## src/rtl/itl_pkg.sv

```systemverilog
// ----------------------------------------------------------------------------
// itl_pkg
// Shared types and constants for the interpolating table lookup.
// ----------------------------------------------------------------------------
package itl_pkg;

    localparam logic CMD_WRITE  = 1'b0;
    localparam logic CMD_LOOKUP = 1'b1;

    localparam int DATA_W = 32;

    // Divider request: unsigned dividend/divisor, 64/33 bit
    typedef struct packed {
        logic        start;
        logic [63:0] num;
        logic [32:0] den;
    } t_div_req;

    typedef struct packed {
        logic        done;
        logic [63:0] quo;
    } t_div_rsp;

endpackage

```

## src/rtl/itl_div.sv

```systemverilog
// ----------------------------------------------------------------------------
// itl_div
// Restoring divider, one quotient bit per cycle.
// ----------------------------------------------------------------------------
module itl_div (
    input  logic               i_clk,
    input  logic               i_rst_n,
    input  itl_pkg::t_div_req  i_req,
    output itl_pkg::t_div_rsp  o_rsp
);

    logic [63:0] r_quo, n_quo;
    logic [33:0] r_rem, n_rem;
    logic [32:0] r_den, n_den;
    logic [6:0]  r_cnt, n_cnt;
    logic        r_busy, n_busy;
    logic        r_done, n_done;
    logic [33:0] w_trial;
    logic [33:0] w_sub;

    always_comb begin
        n_quo  = r_quo;
        n_rem  = r_rem;
        n_den  = r_den;
        n_cnt  = r_cnt;
        n_busy = r_busy;
        n_done = 1'b0;
        w_trial = {r_rem[32:0], r_quo[63]};
        w_sub   = w_trial - {1'b0, r_den};
        if (i_req.start) begin
            n_quo  = i_req.num;
            n_rem  = '0;
            n_den  = i_req.den;
            n_cnt  = 7'd0;
            n_busy = 1'b1;
        end else if (r_busy) begin
            if (!w_sub[33]) begin
                n_rem = w_sub;
                n_quo = {r_quo[62:0], 1'b1};
            end else begin
                n_rem = w_trial;
                n_quo = {r_quo[62:0], 1'b0};
            end
            n_cnt = r_cnt + 7'd1;
            if (r_cnt == 7'd63) begin
                n_busy = 1'b0;
                n_done = 1'b1;
            end
        end
    end

    always_ff @(posedge i_clk) begin
        if (!i_rst_n) begin
            r_busy <= 1'b0;
            r_done <= 1'b0;
            r_cnt  <= '0;
        end else begin
            r_busy <= n_busy;
            r_done <= n_done;
            r_cnt  <= n_cnt;
        end
        r_quo <= n_quo;
        r_rem <= n_rem;
        r_den <= n_den;
    end

    assign o_rsp.done = r_done;
    assign o_rsp.quo  = r_quo;

endmodule

```

## config.mk

```make
export PLATFORM = sky130hd
export DESIGN_NAME = itl_div
export DESIGN_NICKNAME = d
export VERILOG_FILES = /design/src/rtl/itl_pkg.sv /design/src/rtl/itl_div.sv
export SDC_FILE = /design/constraint.sdc
export NUM_CORES = 1
export LEC_CHECK = 0
export BUFFER_PORTS_ARGS = -buffer_cell sky130_fd_sc_hd__buf_2
export CAP_MARGIN = 10
export CORE_UTILIZATION = 46
export DETAILED_ROUTE_END_ITERATION = 10
export PLACE_DENSITY_LB_ADDON = 0.3
export SLEW_MARGIN = 40
export SYNTH_ARGS = -nofsm -noshare
export SYNTH_HDL_FRONTEND = slang
export SYNTH_SLANG_ARGS = --single-unit
```

## constraint.sdc

```tcl
create_clock -name i_clk -period 4.55 [get_ports i_clk]
set_input_delay 0.6825 -clock i_clk [delete_from_list [all_inputs] [get_ports i_clk]]
set_output_delay 0.6825 -clock i_clk [all_outputs]
set_load 0.005 [all_outputs]
```

==> results of run 1 <==
==> cell usage after synthesis (3+ instances only) <==
| master | count | area [sq um] |
|---|---|---|
| a2111oi_0 | 3 | 26.3 |
| xnor2_1 | 21 | 184 |
| nor3_1 | 3 | 15.0 |
| o21ai_0 | 23 | 115 |
| and2_1 | 4 | 25.0 |
| dfxtp_1 | 42 | 841 |
| nor2_1 | 49 | 184 |
| buf_2 | 5 | 25.0 |
| and3_1 | 8 | 50.1 |
| nand2b_1 | 4 | 25.0 |
| o211ai_1 | 3 | 22.5 |
| a21oi_1 | 39 | 195 |
| ha_1 | 34 | 425 |
| nand3_1 | 10 | 50.1 |
| a21o_1 | 17 | 128 |
| nand2_1 | 33 | 124 |
| mux2i_1 | 27 | 270 |
| buf_6 | 3 | 33.8 |
| a211oi_1 | 25 | 188 |
| buf_1 | 6 | 22.5 |
| nor2b_1 | 8 | 50.1 |
| a31oi_1 | 7 | 43.8 |
| mux2_2 | 64 | 721 |
| clkbuf_1 | 21 | 78.8 |
| nand4_1 | 7 | 43.8 |
| edfxtp_1 | 97 | 2910 |
| o21a_1 | 6 | 45.0 |
| xor2_1 | 11 | 96.3 |
| inv_1 | 43 | 161 |
| or3_1 | 3 | 18.8 |
==> kinds of logic (layout without fill, tap and decap cells) <==
kind of cell,Yosys count,in the layout,share of synthesized area (%)
muxes,91,91,13.2
buffers and inverters,80,245,4.63
and+or+nand+nor,143,143,9.42
AOI/OAI and AO/OA,147,147,13.1
DFF,139,139,49.8
xor gates and xnor gates,33,33,3.94
adders and majority gates,35,35,5.91
==> cells in the final DEF (no fill, tap or decap), types with 7 or more instances in the layout <==
| cell type | instances |
|---|---|
| edfxtp_1 | 97 |
| nor2b_1 | 8 |
| buf_2 | 163 |
| a21o_1 | 17 |
| a21oi_1 | 39 |
| clkbuf_16 | 17 |
| ha_1 | 34 |
| inv_1 | 42 |
| mux2i_1 | 27 |
| a31oi_1 | 7 |
| nor2_1 | 49 |
| nand2_1 | 33 |
| nand3_1 | 10 |
| xor2_1 | 11 |
| nand4_1 | 7 |
| o21ai_0 | 23 |
| xnor2_1 | 21 |
| a211oi_1 | 25 |
| dfxtp_1 | 42 |
| mux2_2 | 64 |
| and3_1 | 8 |
==> flip-flops by register name, indices dropped and copies added (netlist names) <==
signal / cells
r_busy: 1
r_cnt: 7
r_den: 33
r_done: 1
r_quo: 64
r_rem: 33
==> metrics by stage <==
step | cells | worst slack (ns) | hold slack, ns | total power [uW]
2_1_floorplan | 668 | 1.58 | 0.453 | 2060
3_5_place_dp | 1017 | 1.27 | 0.483 | 2270
3_3_place_gp | 1017 | 1.34 | 0.467 | 2260
6_report | 1049 | 1.23 | 0.430 | 3630
5_1_grt | 1049 | 0.971 | 0.410 | 3800
4_1_cts | 1049 | 1.24 | 0.416 | 3670
==> cell type report <==
| class | count | area share (%) |
|---|---|---|
| clock inverters | 12 | 1.55 |
| clock buffers | 20 | 4.91 |
| multi-input cells | 449 | 37.8 |
| well taps | 216 | 2.97 |
| flip-flops and latches | 139 | 41.2 |
| repair buffers | 170 | 9.72 |
| inverters | 43 | 1.77 |
==> worst max-delay path: stages, from the launching register on <==
cell	delay (ns)
edfxtp_1	0.34
inv_1	0.05
ha_1	0.42
nand3_1	0.18
or4_4	0.54
a2111oi_4	0.27
a211o_2	0.18
o21ai_2	0.07
o21ai_2	0.22
xor2_4	0.28
buf_12	0.29
mux2i_1	0.23
a211oi_1	0.09
==> report_power, final <==
part / total, uW / leakage (uW) / internal (uW) / switching (uW)
clock: 1390 / 0.000287 / 831 / 556
sequential: 1550 / 0.00131 / 1490 / 62.0
combinational: 700 / 0.00227 / 325 / 376
total: 3630 / 0.00386 / 2640 / 994
==> per-layer routing <==
metal	wire, um	share of wire, %
met1	7490	46
met2	7660	47
met3	1070	6.5
met4	206	1.3
met5	17	0.10
==> worst min-delay path by stage <==
| stage | to | start | cells past startpoint | slack, ns |
|---|---|---|---|---|
| after CTS | r_den[27] | i_req[27] | 1 | 0.42 |
| after floorplan | r_rem[16] | r_rem[16] | 2 | 0.45 |
| final | r_den[28] | i_req[28] | 1 | 0.43 |
| after global placement | r_cnt[6] | r_cnt[6] | 2 | 0.47 |
| after detailed placement | r_rem[24] | r_rem[24] | 2 | 0.48 |
| after global routing | r_den[27] | i_req[27] | 1 | 0.41 |
==> flow_metrics.env, run 1 <==
export IMPL_outcome="completed"
export IMPL_remaining_drc_errors=0
export IMPL_post_route_min_period_ns=3.32
export IMPL_multi_input_area_sq_um=3440
export IMPL_cp_endpoint="r_rem[26]"
export IMPL_max_freq_ghz=0.301
export IMPL_path_max_fanout=36
export IMPL_arrival_ns=3.59
export IMPL_ys_flop_type="edfxtp_1"
export IMPL_r2r_slack_ns=1.23
export IMPL_ys_types=62
export IMPL_grtUsageMet3_pct=6.81
export IMPL_htree_levels=4
export IMPL_max_slew_margin_pct=55.7
export IMPL_clk_latency_ns=0.43
export IMPL_hold_path_class="input pin to flip-flop"
export IMPL_regArea_sq_um=3750
export IMPL_r2r_cells=12
export IMPL_max_cap_violations=0
export IMPL_end_kind="flip-flop"
export IMPL_numPortBuffers=164
export IMPL_finalCritPeriodShare_pct=72.9
export IMPL_fin_setup_tns_ns=0
export IMPL_busiest_layer="met2"
export IMPL_rows=46
export IMPL_antenna_found_initial=1
export IMPL_grt_overflow=0
export IMPL_nets=955
export IMPL_routed_wl_mm=16.4
export IMPL_hold_viol_final=0
export IMPL_leakage_uw=0.00386
export IMPL_async_flop_share_pct=0
export IMPL_die_y_um=130
export IMPL_ys_seq_elements=139
export IMPL_vias=5550
export IMPL_grt_usage_pct=20.5
export IMPL_synth_avg_cell_area_sq_um=11.3
export IMPL_fin_util_pct=57.1
export IMPL_worst_pin_slew_ns=0.665
export IMPL_antenna_cells=0
export IMPL_ir_drop_mv=0.292
export IMPL_area_growth_pct=20.8
export IMPL_die_area_sq_um=16900
export IMPL_place_gp_congestion=0.932
export IMPL_numCtsBuffers=17
export IMPL_grt_pass1_wl_mm=26.5
export IMPL_syn_num_nets=803
export IMPL_routedWlPerCell_um=15.7
export IMPL_finalSetupViolCount=0
export IMPL_path_clk_slew_ns=0.07
export IMPL_rsz0062_at_grt="false"
export IMPL_fin_area_sq_um=9100
export IMPL_synth_warnings=0
export IMPL_yosysSeqAreaShare_pct=49.8
export IMPL_syn_area_sq_um=7530
export IMPL_met1_usage_pct=25.9
export IMPL_grt_pass1_vias=5439
export IMPL_postCtsSetupRepairBufs=0
export IMPL_critical_path_reg2reg_endpoint="r_rem[26]"
export IMPL_hold_buffers=0
export IMPL_die_width_um=130
export IMPL_coreArea_sq_um=15900
export IMPL_dr_pass1_iters=5
export IMPL_initial_core_util_pct=47.2
export IMPL_cts_path_max_buffers=2
export IMPL_synth_edf_count=97
export IMPL_place_area_sq_um=8510
export IMPL_antenna_left=0
export IMPL_clkSinkCount=139
export IMPL_skew_ns=0.0150
export IMPL_startpoint="r_den[19]"
export IMPL_drive_above_1_share_pct=33.6
export IMPL_drv_slew=0
export IMPL_worstSetupPathType="flip-flop to flip-flop"
export IMPL_drtIter0Drc=385
export IMPL_synth_cells=668
export IMPL_power_density_nw_per_um2=399
export IMPL_timing_rr_start="r_den[19]"
export IMPL_cts_resized=0
export IMPL_cp_required_ns=4.82
export IMPL_cts_root_buf="clkbuf_16"
export IMPL_dpl_hpwl_mm=11.5
export IMPL_grtUsageMet2_pct=32.9
export IMPL_viasPerCell=5.29
export IMPL_ios=165
export IMPL_cts_tree="yes"
export IMPL_fill_cells=1400
export IMPL_start_kind="flip-flop"
export IMPL_grt_max_degree=65
(Power assumes the default switching activity.)
==> run 2: changes to the inputs <==
==> constraint.sdc (replaced) <==
create_clock -name i_clk -period 3 [get_ports i_clk]
set_input_delay 0.45 -clock i_clk [delete_from_list [all_inputs] [get_ports i_clk]]
set_output_delay 0.45 -clock i_clk [all_outputs]
set_load 0.005 [all_outputs]
==> run 2 against run 1 <==
  * Global-route usage rose by 1.1 points
  * First-iteration DRC count fell by 21%
  * Design area rose by 6.6%
  * Register-to-register slack got worse by 1.2 ns
  * Clock-buffer cell count did not move
  * Maximum frequency rose by 13%
  * Power rose by 53%
  * Largest power group unchanged
  * Routed wire length rose by 8.6%
  * Final cell count rose by 3.8%
  * Die area did not move
  * Clock power rose by 39%
==> flow_metrics.env, run 2 (synthesis results as in run 1) <==
export IMPL_drv_slew=0
export IMPL_power_frac_clock_pct=34.5
export IMPL_leakage_uw=0.00406
export IMPL_hold_path_class="input pin to flip-flop"
export IMPL_largest_register_ffs=64
export IMPL_grt_max_degree=58
export IMPL_worstPathCellList="inv_2, ha_4, nand3_4, or4_4, a2111oi_4, a211o_2, o21ai_2, o21ai_2, xor2_4, buf_6, mux2i_1, a211oi_2"
export IMPL_area_growth_pct=28.8
export IMPL_die_width_um=130
export IMPL_arrival_ns=3.22
export IMPL_viasPerCell=5.30
export IMPL_finalSetupViolCount=0
export IMPL_skew_ns=0.0134
export IMPL_rsz0062_at_grt="true"
export IMPL_cp_slowest_cell="or4_4"
export IMPL_r2r_cells=12
export IMPL_clkSinkCount=139
export IMPL_numCtsBuffers=17
export IMPL_worst_pin_slew_ns=0.601
export IMPL_switchingPower_uw=1590
export IMPL_crit_cells=12
export IMPL_power_density_nw_per_um2=575
export IMPL_cts_path_max_buffers=2
export IMPL_cts_root_buf="clkbuf_16"
export IMPL_wl_met3_mm=1.18
export IMPL_crit_top_cell="o21ai_2"
export IMPL_initial_core_util_pct=47.2
export IMPL_dr_pass1_iters=5
export IMPL_path_max_fanout=7
export IMPL_finalCritPeriodShare_pct=97.9
export IMPL_grt_usage_pct=21.6
export IMPL_antenna_cells=0
export IMPL_cts_tree="yes"
export IMPL_pwr_share_seq_pct=42.2
export IMPL_slowest_delay_ns=0.57
export IMPL_grt_pass1_vias=5616
export IMPL_ios=165
export IMPL_coreArea_sq_um=15900
export IMPL_top_layer="met4"
export IMPL_cpLargestDelayFamily="compound AO/OA/AOI/OAI gates"
export IMPL_max_freq_ghz=0.341
export IMPL_path_buf_inv=2
export IMPL_remaining_drc_errors=0
export IMPL_wl_met2_mm=8.43
export IMPL_routed_wl_mm=17.9
export IMPL_p_comb_share_pct=23.2
export IMPL_antenna_left=0
export IMPL_die_area_sq_um=16900
export IMPL_drive_above_1_share_pct=41.1
export IMPL_vias=5769
export IMPL_dpl_hpwl_mm=12.4
export IMPL_post_route_min_period_ns=2.94
export IMPL_p_sw_share_pct=28.6
export IMPL_antenna_found_initial=0
export IMPL_hold_buffers=0
export IMPL_grt_pass1_wl_mm=28.0
export IMPL_end_kind="flip-flop"
export IMPL_fin_ws_ns=0.0633
export IMPL_final_cell_mix="buf_2, edfxtp_1, mux2_2, nor2_1, dfxtp_1"
export IMPL_max_slew_margin_pct=59.9
export IMPL_place_gp_congestion=0.833
export IMPL_fin_util_pct=60.8
export IMPL_start_kind="flip-flop"
export IMPL_largest_register="r_quo"
export IMPL_hold_viol_final=0
export IMPL_cp_required_ns=3.28
export IMPL_rows=46
export IMPL_m1WireLength_mm=8.09
export IMPL_htree_levels=4
export IMPL_grt_overflow=0
export IMPL_internal_power_uw=3980
export IMPL_worstSetupPathType="flip-flop to flip-flop"
export IMPL_ir_drop_mv=0.440
export IMPL_whs_path_depth=1
export IMPL_final_common_cell="buf_2"
export IMPL_max_cap_violations=0
export IMPL_die_y_um=130
export IMPL_drtIter0Drc=303
export IMPL_clk_latency_ns=0.42
export IMPL_numPortBuffers=164
export IMPL_routedWlPerCell_um=16.4
export IMPL_path_clk_slew_ns=0.07
export IMPL_outcome="completed"
export IMPL_dp_slack_ns=-0.106
export IMPL_reg_top3="r_quo: 64 flops, r_den: 33 flops, r_rem: 33 flops"
export IMPL_nets=995
## run 2: power groups by stage
| stage | clock [uW] | combinational (uW) | sequential (uW) |
|---|---|---|---|
| after detailed placement | 0 | 1160 | 2380 |
| final | 1930 | 1290 | 2350 |
| after global routing | 2030 | 1420 | 2370 |
| after floorplan | 0 | 744 | 2370 |
| after global placement | 0 | 1150 | 2380 |
| after CTS | 1970 | 1170 | 2350 |
## run 2: final timing paths
check	start	to	slack, ns
min reg2reg	r_rem[24]	r_rem[24]	0.49
min	i_req[28]	r_den[28]	0.20
max	r_den[24]	r_rem[17]	0.06
max reg2reg	r_den[24]	r_rem[17]	0.06
## run 2: repair_timing
action / in CTS / in global routing
setup buffers: 0 / 1
endpoints found under the setup margin: 34 / 34
gates cloned: 0 / 2
pin swaps: 1 / 11
endpoints found under the hold margin: 0 / 0
resized for setup: 4 / 55
## run 2: final cells by class
cell class,instances,area (sq um)
clock buffer,20,447
clock inverter,12,91.3
fill,1321,6240
inverter,43,161
multi-input combinational,449,3740
sequential,139,3750
tap,216,270
timing repair buffer,210,1230
## run 2: through the flow
stage	setup TNS (ns)	cell area [sq um]	instances	hold slack (ns)	power [uW]
floorplan	0	7530	668	0.453	3120
global placement	-0.449	8810	1054	0.468	3530
detailed placement	-1.01	8810	1054	0.476	3540
CTS	-0.00163	9360	1086	0.185	5490
global route	-0.261	9700	1089	0.186	5820
finish	0	9700	1089	0.200	5570
## run 2: worst reg2reg max path, cell delays in order, from the launching register on
cell       delay [ns]
edfxtp_1         0.34
inv_2            0.05
ha_4             0.27
nand3_4          0.08
or4_4            0.57
a2111oi_4        0.20
a211o_2          0.16
o21ai_2          0.06
o21ai_2          0.24
xor2_4           0.28
buf_6            0.21
mux2i_1          0.25
a211oi_2         0.10
## run 2: routing by layer
metal / vias to the layer above / GRT usage (%)
met5: - / 0
met3: 12 / 6.81
met4: 0 / 5.13
met2: 161 / 35.7
met1: 2753 / 27.6
li1: 2843 / -
